==> config.mk <==
export PLATFORM = sky130hd
export DESIGN_NAME = button_debounce_hold_detect
export DESIGN_NICKNAME = d
export VERILOG_FILES = /design/src/bdhd_pkg.sv /design/src/button_debounce_hold_detect.sv /design/src/bdhd_core.sv
export VERILOG_INCLUDE_DIRS = /design/src /design/src/src
export SDC_FILE = /design/constraint.sdc
export NUM_CORES = 1
export LEC_CHECK = 0
export BUFFER_PORTS_ARGS = -buffer_cell sky130_fd_sc_hd__buf_4
export CORE_UTILIZATION = 55
export CTS_CLUSTER_DIAMETER = 60
export DETAILED_ROUTE_END_ITERATION = 8
export PLACE_DENSITY = 0.73
export SLEW_MARGIN = 20
export SYNTH_ARGS = -nofsm -noshare
export SYNTH_HDL_FRONTEND = slang
export SYNTH_HIERARCHICAL = 1
export SYNTH_SLANG_ARGS = --single-unit
==> constraint.sdc <==
create_clock -name clk -period 14.8 [get_ports clk]
set_input_delay 2.96 -clock clk [delete_from_list [all_inputs] [get_ports clk]]
set_output_delay 2.96 -clock clk [all_outputs]
set_load 0.01 [all_outputs]
==> src/button_debounce_hold_detect_macros.svh <==
// Assertion macros shared by the button debounce and hold detect block.
`ifndef BUTTON_DEBOUNCE_HOLD_DETECT_MACROS_SVH
`define BUTTON_DEBOUNCE_HOLD_DETECT_MACROS_SVH

// Same-cycle implication, sampled on clk and disabled while arst_n is low.
`define BDHD_ASSERT_IMPL(label, ante, cons) \
	label: assert property (@(posedge clk) disable iff (!arst_n) (ante) |-> (cons)) \
		else $error("bdhd assertion failed");

// Next-cycle implication, sampled on clk and disabled while arst_n is low.
`define BDHD_ASSERT_NEXT(label, ante, cons) \
	label: assert property (@(posedge clk) disable iff (!arst_n) (ante) |=> (cons)) \
		else $error("bdhd assertion failed");

`endif

==> src/bdhd_pkg.sv <==
// Shared types and constants of the button debounce and hold detect block.
package bdhd_pkg;

	localparam int DEF_TIME_WIDTH = 48;
	localparam int DEBOUNCE_W     = 24;
	localparam int HOLD_W         = 32;
	localparam int CFG_DATA_W     = 32;
	localparam int CFG_IDX_W      = 2;

	localparam logic [DEBOUNCE_W-1:0] DEBOUNCE_RESET = 24'd20000;
	localparam logic [HOLD_W-1:0]     HOLD_RESET     = 32'd500000;

	typedef enum logic [CFG_IDX_W-1:0] {
		REG_DEBOUNCE = 2'd0,
		REG_HOLD     = 2'd1
	} cfg_reg_t;

	typedef struct packed {
		logic is_down;
		logic press_event;
		logic release_event;
		logic hold_event;
	} result_t;

	typedef struct packed {
		logic ack_press;
		logic ack_release;
		logic ack_hold;
	} ack_t;

endpackage

==> src/button_debounce_hold_detect.sv <==
// Top level of the button debounce and hold detect block.
// Each request carries one timestamped raw button sample and three acknowledge bits and
// yields exactly one result with the debounced level and the sticky press, release and
// hold flags. A request is taken into an input register, the whole state update runs in
// one pass of logic to the result register, and a new request can be accepted every
// clock cycle unless a stalled result blocks the input register. The result register
// lets a new request enter while an earlier result still waits downstream. The first
// sample after reset adopts its level as stable. Timestamps and elapsed times wrap
// modulo 2^TIME_WIDTH. Configuration writes take effect on the following cycle.
`include "button_debounce_hold_detect_macros.svh"

module button_debounce_hold_detect #(
	parameter int TIME_WIDTH = bdhd_pkg::DEF_TIME_WIDTH
) (
	input  logic                            clk,
	input  logic                            arst_n,
	input  logic                            cfg_wr_en,
	input  logic [bdhd_pkg::CFG_IDX_W-1:0]  cfg_index,
	input  logic [bdhd_pkg::CFG_DATA_W-1:0] cfg_wr_data,
	input  logic                            in_valid,
	output logic                            in_stall,
	input  logic                            raw_level,
	input  logic [TIME_WIDTH-1:0]           sample_time,
	input  logic                            ack_press,
	input  logic                            ack_release,
	input  logic                            ack_hold,
	output logic                            out_valid,
	input  logic                            out_stall,
	output logic                            is_down,
	output logic                            press_event,
	output logic                            release_event,
	output logic                            hold_event
);
	import bdhd_pkg::*;

	logic [DEBOUNCE_W-1:0] debounce_q;
	logic [HOLD_W-1:0]     hold_q;

	logic                  valid_s1;
	logic                  raw_level_s1;
	logic [TIME_WIDTH-1:0] sample_time_s1;
	ack_t                  ack_s1;

	logic                  out_valid_q;
	result_t               res_q;
	result_t               res_n;
	logic                  advance;
	logic                  take;

	always_ff @(posedge clk or negedge arst_n) begin
		if (!arst_n) begin
			debounce_q <= DEBOUNCE_RESET;
			hold_q     <= HOLD_RESET;
		end else if (cfg_wr_en) begin
			case (cfg_reg_t'(cfg_index))
				REG_DEBOUNCE: debounce_q <= cfg_wr_data[DEBOUNCE_W-1:0];
				REG_HOLD:     hold_q     <= cfg_wr_data[HOLD_W-1:0];
				default: begin
				end
			endcase
		end
	end

	assign advance  = valid_s1 && (!out_valid_q || !out_stall);
	assign in_stall = valid_s1 && !advance;
	assign take     = in_valid && !in_stall;

	always_ff @(posedge clk or negedge arst_n) begin
		if (!arst_n) begin
			valid_s1 <= 1'b0;
		end else if (take) begin
			valid_s1 <= 1'b1;
		end else if (advance) begin
			valid_s1 <= 1'b0;
		end
	end

	always_ff @(posedge clk) begin
		if (take) begin
			raw_level_s1   <= raw_level;
			sample_time_s1 <= sample_time;
			ack_s1         <= '{ack_press: ack_press, ack_release: ack_release,
				ack_hold: ack_hold};
		end
	end

	bdhd_core #(
		.TIME_WIDTH(TIME_WIDTH)
	) u_core (
		.clk          (clk),
		.arst_n       (arst_n),
		.step         (advance),
		.raw_level    (raw_level_s1),
		.sample_time  (sample_time_s1),
		.ack          (ack_s1),
		.debounce_time(debounce_q),
		.hold_time    (hold_q),
		.result       (res_n)
	);

	always_ff @(posedge clk or negedge arst_n) begin
		if (!arst_n) begin
			out_valid_q <= 1'b0;
		end else if (advance) begin
			out_valid_q <= 1'b1;
		end else if (!out_stall) begin
			out_valid_q <= 1'b0;
		end
	end

	always_ff @(posedge clk) begin
		if (advance) begin
			res_q <= res_n;
		end
	end

	assign out_valid     = out_valid_q;
	assign is_down       = res_q.is_down;
	assign press_event   = res_q.press_event;
	assign release_event = res_q.release_event;
	assign hold_event    = res_q.hold_event;

	`BDHD_ASSERT_IMPL(a_stall_needs_full_s1, in_stall, valid_s1)
	`BDHD_ASSERT_NEXT(a_advance_fills_out, advance, out_valid_q)
	`BDHD_ASSERT_NEXT(a_blocked_s1_holds, valid_s1 && !advance,
		valid_s1 && $stable(sample_time_s1) && $stable(raw_level_s1))

endmodule

==> src/bdhd_core.sv <==
// Debounce and hold state with its single-pass next-state logic.
module bdhd_core #(
	parameter int TIME_WIDTH = bdhd_pkg::DEF_TIME_WIDTH
) (
	input  logic                            clk,
	input  logic                            arst_n,
	input  logic                            step,
	input  logic                            raw_level,
	input  logic [TIME_WIDTH-1:0]           sample_time,
	input  bdhd_pkg::ack_t                  ack,
	input  logic [bdhd_pkg::DEBOUNCE_W-1:0] debounce_time,
	input  logic [bdhd_pkg::HOLD_W-1:0]     hold_time,
	output bdhd_pkg::result_t               result
);
	import bdhd_pkg::*;

	localparam int DB_CMP_W   = (TIME_WIDTH > DEBOUNCE_W) ? TIME_WIDTH : DEBOUNCE_W;
	localparam int HOLD_CMP_W = (TIME_WIDTH > HOLD_W) ? TIME_WIDTH : HOLD_W;

	logic                  stable_q, cand_q, primed_q, hold_done_q;
	logic                  press_latch_q, release_latch_q, hold_latch_q;
	logic [TIME_WIDTH-1:0] cand_start_q, press_start_q;

	logic                  stable_n, cand_n, hold_done_n, hold_done_mid;
	logic                  press_n, release_n, hold_n;
	logic [TIME_WIDTH-1:0] cand_start_n, press_start_n;
	logic [TIME_WIDTH-1:0] el_cand, el_press;
	logic                  hold_reached, debounce_reached;

	assign el_cand  = sample_time - cand_start_q;
	assign el_press = sample_time - press_start_q;

	assign hold_reached     = HOLD_CMP_W'(el_press) >= HOLD_CMP_W'(hold_time);
	assign debounce_reached = DB_CMP_W'(el_cand) >= DB_CMP_W'(debounce_time);

	always_comb begin
		stable_n      = stable_q;
		cand_n        = cand_q;
		cand_start_n  = cand_start_q;
		press_start_n = press_start_q;
		hold_done_mid = hold_done_q;
		hold_done_n   = hold_done_q;
		press_n       = press_latch_q;
		release_n     = release_latch_q;
		hold_n        = hold_latch_q;
		if (!primed_q) begin
			stable_n      = raw_level;
			cand_n        = raw_level;
			cand_start_n  = sample_time;
			press_start_n = sample_time;
			hold_done_n   = raw_level;
		end else begin
			if (stable_q && !hold_done_q && hold_reached) begin
				hold_n        = 1'b1;
				hold_done_mid = 1'b1;
			end
			hold_done_n = hold_done_mid;
			if (raw_level != cand_q) begin
				cand_n       = raw_level;
				cand_start_n = sample_time;
			end else if (cand_q != stable_q && debounce_reached) begin
				stable_n = cand_q;
				if (cand_q) begin
					press_n       = 1'b1;
					press_start_n = sample_time;
					hold_done_n   = 1'b0;
				end else if (!hold_done_mid) begin
					release_n = 1'b1;
				end
			end
		end
	end

	assign result = '{is_down: stable_n, press_event: press_n,
		release_event: release_n, hold_event: hold_n};

	always_ff @(posedge clk or negedge arst_n) begin
		if (!arst_n) begin
			stable_q        <= 1'b0;
			cand_q          <= 1'b0;
			cand_start_q    <= '0;
			primed_q        <= 1'b0;
			press_start_q   <= '0;
			hold_done_q     <= 1'b0;
			press_latch_q   <= 1'b0;
			release_latch_q <= 1'b0;
			hold_latch_q    <= 1'b0;
		end else if (step) begin
			stable_q        <= stable_n;
			cand_q          <= cand_n;
			cand_start_q    <= cand_start_n;
			primed_q        <= 1'b1;
			press_start_q   <= press_start_n;
			hold_done_q     <= hold_done_n;
			press_latch_q   <= press_n & ~ack.ack_press;
			release_latch_q <= release_n & ~ack.ack_release;
			hold_latch_q    <= hold_n & ~ack.ack_hold;
		end
	end

endmodule

==> flow_results.org <==
** Floorplanning
- # IOs :: 97
- Total Die Area :: 31110 µm²
- The initial utilization of the core area, before any placement, comes to a little under three fifths.
- The initialized floorplan defines 63 standard-cell rows.
- Std-Cell Core Area :: slightly below 30000 µm²
- The die is 176.4 µm wide.
- DIE HEIGHT :: 176.4 µm

** Setup path
- The critical path is of the reg -> reg type.
- Critical path launch point :: sample_time_s1[1]
- At the worst endpoint, the required time is ~15 ns.
- STA classifies the critical path startpoint as a register.
- Max FO, Critical Path :: 60
- For the worst setup path, the data arrival time is roughly 7 ns.
- Critical register-to-register path startpoint :: sample_time_s1[1]
- STA classifies the critical path endpoint as a register.

** Routing
- For this block, the via count after detailed routing is 15050.
- For this run, design rule violations remaining after detail routing come to 0.
- After detailed routing, the number of vias per cell comes to 6.370.
- The final layout contains routed wiring with a total length of 48.45 mm.
- First drt pass iteration count :: 6
- Number of violations reported at the end of detailed-routing iteration 0 :: 1275
- Count of nets left with antenna violations after detail routing :: 0
- Post-DR wirelength/cell :: 20.51 µm

** Synthesis
- In this run the mean area of a mapped cell was 8.702 µm².
- After synthesis, the cell types taking the most area are sky130_fd_sc_hd__dfrtp_1 22%, sky130_fd_sc_hd__ha_1 11%, sky130_fd_sc_hd__edfxtp_1 10%.
- Simple-gate area share of the yosys netlist :: 15.26%
- Asr flop ratio synth :: 74.19%
- After Yosys synthesis, full adders, half adders and majority gates account for about 11% of the synthesized area.
- The synthesized netlist devotes roughly a quarter of its cell area to compound gates.
- Counting distinct cell types in the post-synthesis netlist gives 86.
- Count of yosys warnings during synthesis :: 6
- Yosys top cell by area :: sky130_fd_sc_hd__dfrtp_1
- Mapped Nets :: 2165
- Most common flop cell mapped by yosys :: sky130_fd_sc_hd__dfrtp_1
- After synthesis, the largest family of logic cells by area is compound AO/OA/AOI/OAI gates.
- Post-Syn Area :: 16720 µm²
- Xor-xnor portion of the synthesized cell area :: 3.613%
- Sequential fraction of the synthesis area :: between 30 and 40%
- Instance count of the mapped netlist :: 1922
- Area share of the largest cell type after synthesis :: 22.29%
- Post-synth EDFFs :: 56
- Number of synthesized register bits :: 217
- In the synthesized netlist, mux cells make up 4.721% of the area.

** Pwr
- Combinational Power Share :: 45.6%
- Cell Pwr Density :: 141.5 nW/µm²
- Total power after layout :: 2613 µW
- VDD sags by at most 96.37 µV.
- In this run, flip-flops and latches consume 30.1% of the power.
- Total leakage power :: 0.008116 µW
- Net switching power of the design :: around 1000 µW
- Fraction of power spent switching nets :: approximately 40%
- The clock network burns approximately a quarter of the power.
- Design internal power :: 1579 µW

** CTS
- Once the clock tree was built, the setup fixing pass inserted 0 buffers.
- Master cell of the clock root buffer :: sky130_fd_sc_hd__clkbuf_16
- TritonCTS built the clock tree.
- Clock latency at the later pin of the worst-skew pair :: between 0.5 and 0.6 ns
- Maximum root-to-sink buffer count :: 3
- TritonCTS created 26 clock buffers.
- Clock-pin slew was measured on the worst setup and hold paths at around 0.060 ns.
- For this design, the CTS-stage hold fixing added 0 buffers.
- Gates resized during post-CTS repair numbered 0.
- The tree built by TritonCTS fans out to about 220 sinks.
- In this run the number of H-tree levels came out at 1.

** Placement
- Port Buffer Count :: 96
- Placed cell count :: 2314
- The HPWL after detailed placement is 35.98 mm.
- Routability Congestion :: 0.9879
- Pre-CTS setup slack :: 8.410 ns

** Timing
- The number of hold violations in the final report is 0.
- Transition time at the pin with the least slew margin :: 1.110 ns
- For the finished layout, the period the worst path requires is 6.516 ns.
- Total count of max-transition violations in the final report :: 0
- After layout, the worst setup slack is between 8 and 9 ns.
- Setup repair after global routing missed its margin :: false
- Worst relative slew slack :: 26.01%
- Timing would allow up to between 150 and 200 MHz.
- Setup total negative slack on the finished layout was measured at 0 ns.
- Setup violations remaining at the end of the flow were counted as 0.
- Clk_skew :: 0.008056 ns
- Period utilisation layout :: 44.03%
- Final Hold Slack :: approximately 0.42 ns

** Layout
- Antenna diode instance count :: 0
- Area added between synthesis and finish :: 10.38%
- After the last flow step, the layout net total stands at 2195.
- The post-route netlist has 13.29% of its cells at a drive strength greater than 1.
- Once layout is complete, the cells apart from fillers number 2362.

** Global route
- Initial antenna violation count :: 0
- Entering global routing, the biggest net connects 110 pins.
- The first global-routing pass estimated 76.75 mm of wire.
- Global-route usage over all layers :: 31.05%
- Via count of the first global-routing pass :: 14500
- Global routing finished with a remaining overflow of 0.

** Min path
- Origin of the worst min-delay path :: ack_s1[0]
- Min-delay worst type :: reg -> reg

** Run status
- Result of the run :: complete, no violations

** Flow run
- Across the run, the number of max-cap violations was 0.
[routing by layer]
layer  GRT usage (%)  share of wire, %
met4           10.45               3.2
met1           42.79                45
met2           49.72                46
met3           4.737               6.4
met5               0                 0
[cell families (layout without fill, tap and decap cells)]
kind of cell             after synthesis  in the layout
AO/OA/AOI/OAI                        597            597
AND/OR/NAND/NOR                      525            525
buffers and inverters                291            341
flip-flops                           217            217
adder cells (fa/ha/maj)              152            152
multiplexers                          71             71
XOR/XNOR                              69             69
[Yosys cell counts, types with 16 or more instances]
cell / n
sky130_fd_sc_hd__nor3_1: 29
sky130_fd_sc_hd__xnor2_1: 45
sky130_fd_sc_hd__a211oi_1: 19
sky130_fd_sc_hd__nand2_1: 205
sky130_fd_sc_hd__inv_1: 183
sky130_fd_sc_hd__o21ai_0: 158
sky130_fd_sc_hd__clkbuf_1: 80
sky130_fd_sc_hd__o311ai_2: 16
sky130_fd_sc_hd__mux2_2: 61
sky130_fd_sc_hd__dfrtp_1: 149
sky130_fd_sc_hd__a31oi_1: 58
sky130_fd_sc_hd__a21o_1: 35
sky130_fd_sc_hd__o311ai_1: 24
sky130_fd_sc_hd__ha_1: 150
sky130_fd_sc_hd__nor2_1: 80
sky130_fd_sc_hd__o21a_1: 18
sky130_fd_sc_hd__nand4_1: 90
sky130_fd_sc_hd__a21oi_1: 137
sky130_fd_sc_hd__xor2_1: 24
sky130_fd_sc_hd__edfxtp_1: 56
sky130_fd_sc_hd__nand3_1: 33
[worst max-delay path, cell delays in order (launching register included)]
cell and delay, ns:
sky130_fd_sc_hd__edfxtp_1 0.54, sky130_fd_sc_hd__ha_1 0.35, sky130_fd_sc_hd__nor2b_1 0.16, sky130_fd_sc_hd__o2111ai_1 0.28
sky130_fd_sc_hd__a31o_2 0.38, sky130_fd_sc_hd__nand2_1 0.13, sky130_fd_sc_hd__inv_1 0.05, sky130_fd_sc_hd__o21ai_0 0.37
sky130_fd_sc_hd__a21o_1 0.18, sky130_fd_sc_hd__a21oi_1 0.07, sky130_fd_sc_hd__xnor2_1 0.14, sky130_fd_sc_hd__ha_1 0.30
sky130_fd_sc_hd__a21oi_1 0.15, sky130_fd_sc_hd__nor2_1 0.05, sky130_fd_sc_hd__a211oi_1 0.32, sky130_fd_sc_hd__o221ai_1 0.15
sky130_fd_sc_hd__a2111oi_0 0.53, sky130_fd_sc_hd__o2111ai_1 0.19, sky130_fd_sc_hd__or4_1 0.52, sky130_fd_sc_hd__nor4_1 0.19
sky130_fd_sc_hd__nand4_1 0.13, sky130_fd_sc_hd__buf_4 0.29, sky130_fd_sc_hd__buf_4 0.38, sky130_fd_sc_hd__and4_1 0.31
sky130_fd_sc_hd__a2bb2oi_1 0.13
[power by group through the flow]
stage          Sequential (µW)  Combinational, µW  Clock [µW]
6_report                   786               1190         635
5_1_grt                    797               1320         670
4_1_cts                    786               1170         649
3_5_place_dp               795               1160           0
3_3_place_gp               791               1140           0
2_1_floorplan              771                871           0
[metrics by stage]
step           util (%)  cell area [µm²]
4_1_cts           61.96            18460
3_3_place_gp      59.10            17610
2_1_floorplan         -            16720
3_5_place_dp      59.10            17610
5_1_grt           61.96            18460
6_report          61.96            18460
[cells in the final DEF, fill, tap and decap left out, types with 35 or more instances in the layout]
| cell type | count |
|---|---|
| sky130_fd_sc_hd__a21o_1 | 35 |
| sky130_fd_sc_hd__nand2_1 | 205 |
| sky130_fd_sc_hd__inv_1 | 182 |
| sky130_fd_sc_hd__ha_1 | 150 |
| sky130_fd_sc_hd__o21ai_0 | 158 |
| sky130_fd_sc_hd__xnor2_1 | 45 |
| sky130_fd_sc_hd__a31oi_1 | 58 |
| sky130_fd_sc_hd__a21oi_1 | 136 |
| sky130_fd_sc_hd__mux2_2 | 61 |
| sky130_fd_sc_hd__dfrtp_1 | 148 |
| sky130_fd_sc_hd__nand4_1 | 90 |
| sky130_fd_sc_hd__edfxtp_1 | 56 |
| sky130_fd_sc_hd__nor2_1 | 78 |
| sky130_fd_sc_hd__buf_4 | 109 |
[worst paths after layout]
check,end,slack [ns],cells past startpoint
min,u_core/hold_latch_q,0.42,1
max in group asynchronous,u_core/press_start_q[45],10.50,3
min reg2reg,u_core/hold_latch_q,0.42,1
min in group asynchronous,debounce_q[8],2.35,1
max,u_core/press_latch_q,8.28,24
max reg2reg,u_core/press_latch_q,8.28,24
[area by class of cell]
type / count / area (µm²)
fillers: 2609 / 11340
multi-input cells: 1414 / 9878
flip-flops and latches: 217 / 5727
repair buffers: 110 / 829.5
clock buffers: 38 / 747.0
inverters: 183 / 686.9
well taps: 390 / 488.0
clock inverters: 10 / 103.9
[state kept, by name, indices dropped and copies added (netlist names)]
signal	cells
u_core/release_latch_q	1
ack_s1	3
u_core/stable_q	1
press_event	1
valid_s1	1
u_core/cand_start_q	48
u_core/press_latch_q	1
hold_event	1
u_core/press_start_q	48
is_down	1
sample_time_s1	48
release_event	1
u_core/cand_q	1
raw_level_s1	1
u_core/primed_q	1
u_core/hold_done_q	1
hold_q	32
u_core/hold_latch_q	1
out_valid	1
debounce_q	24
Power figures use the tool's default switching activity.
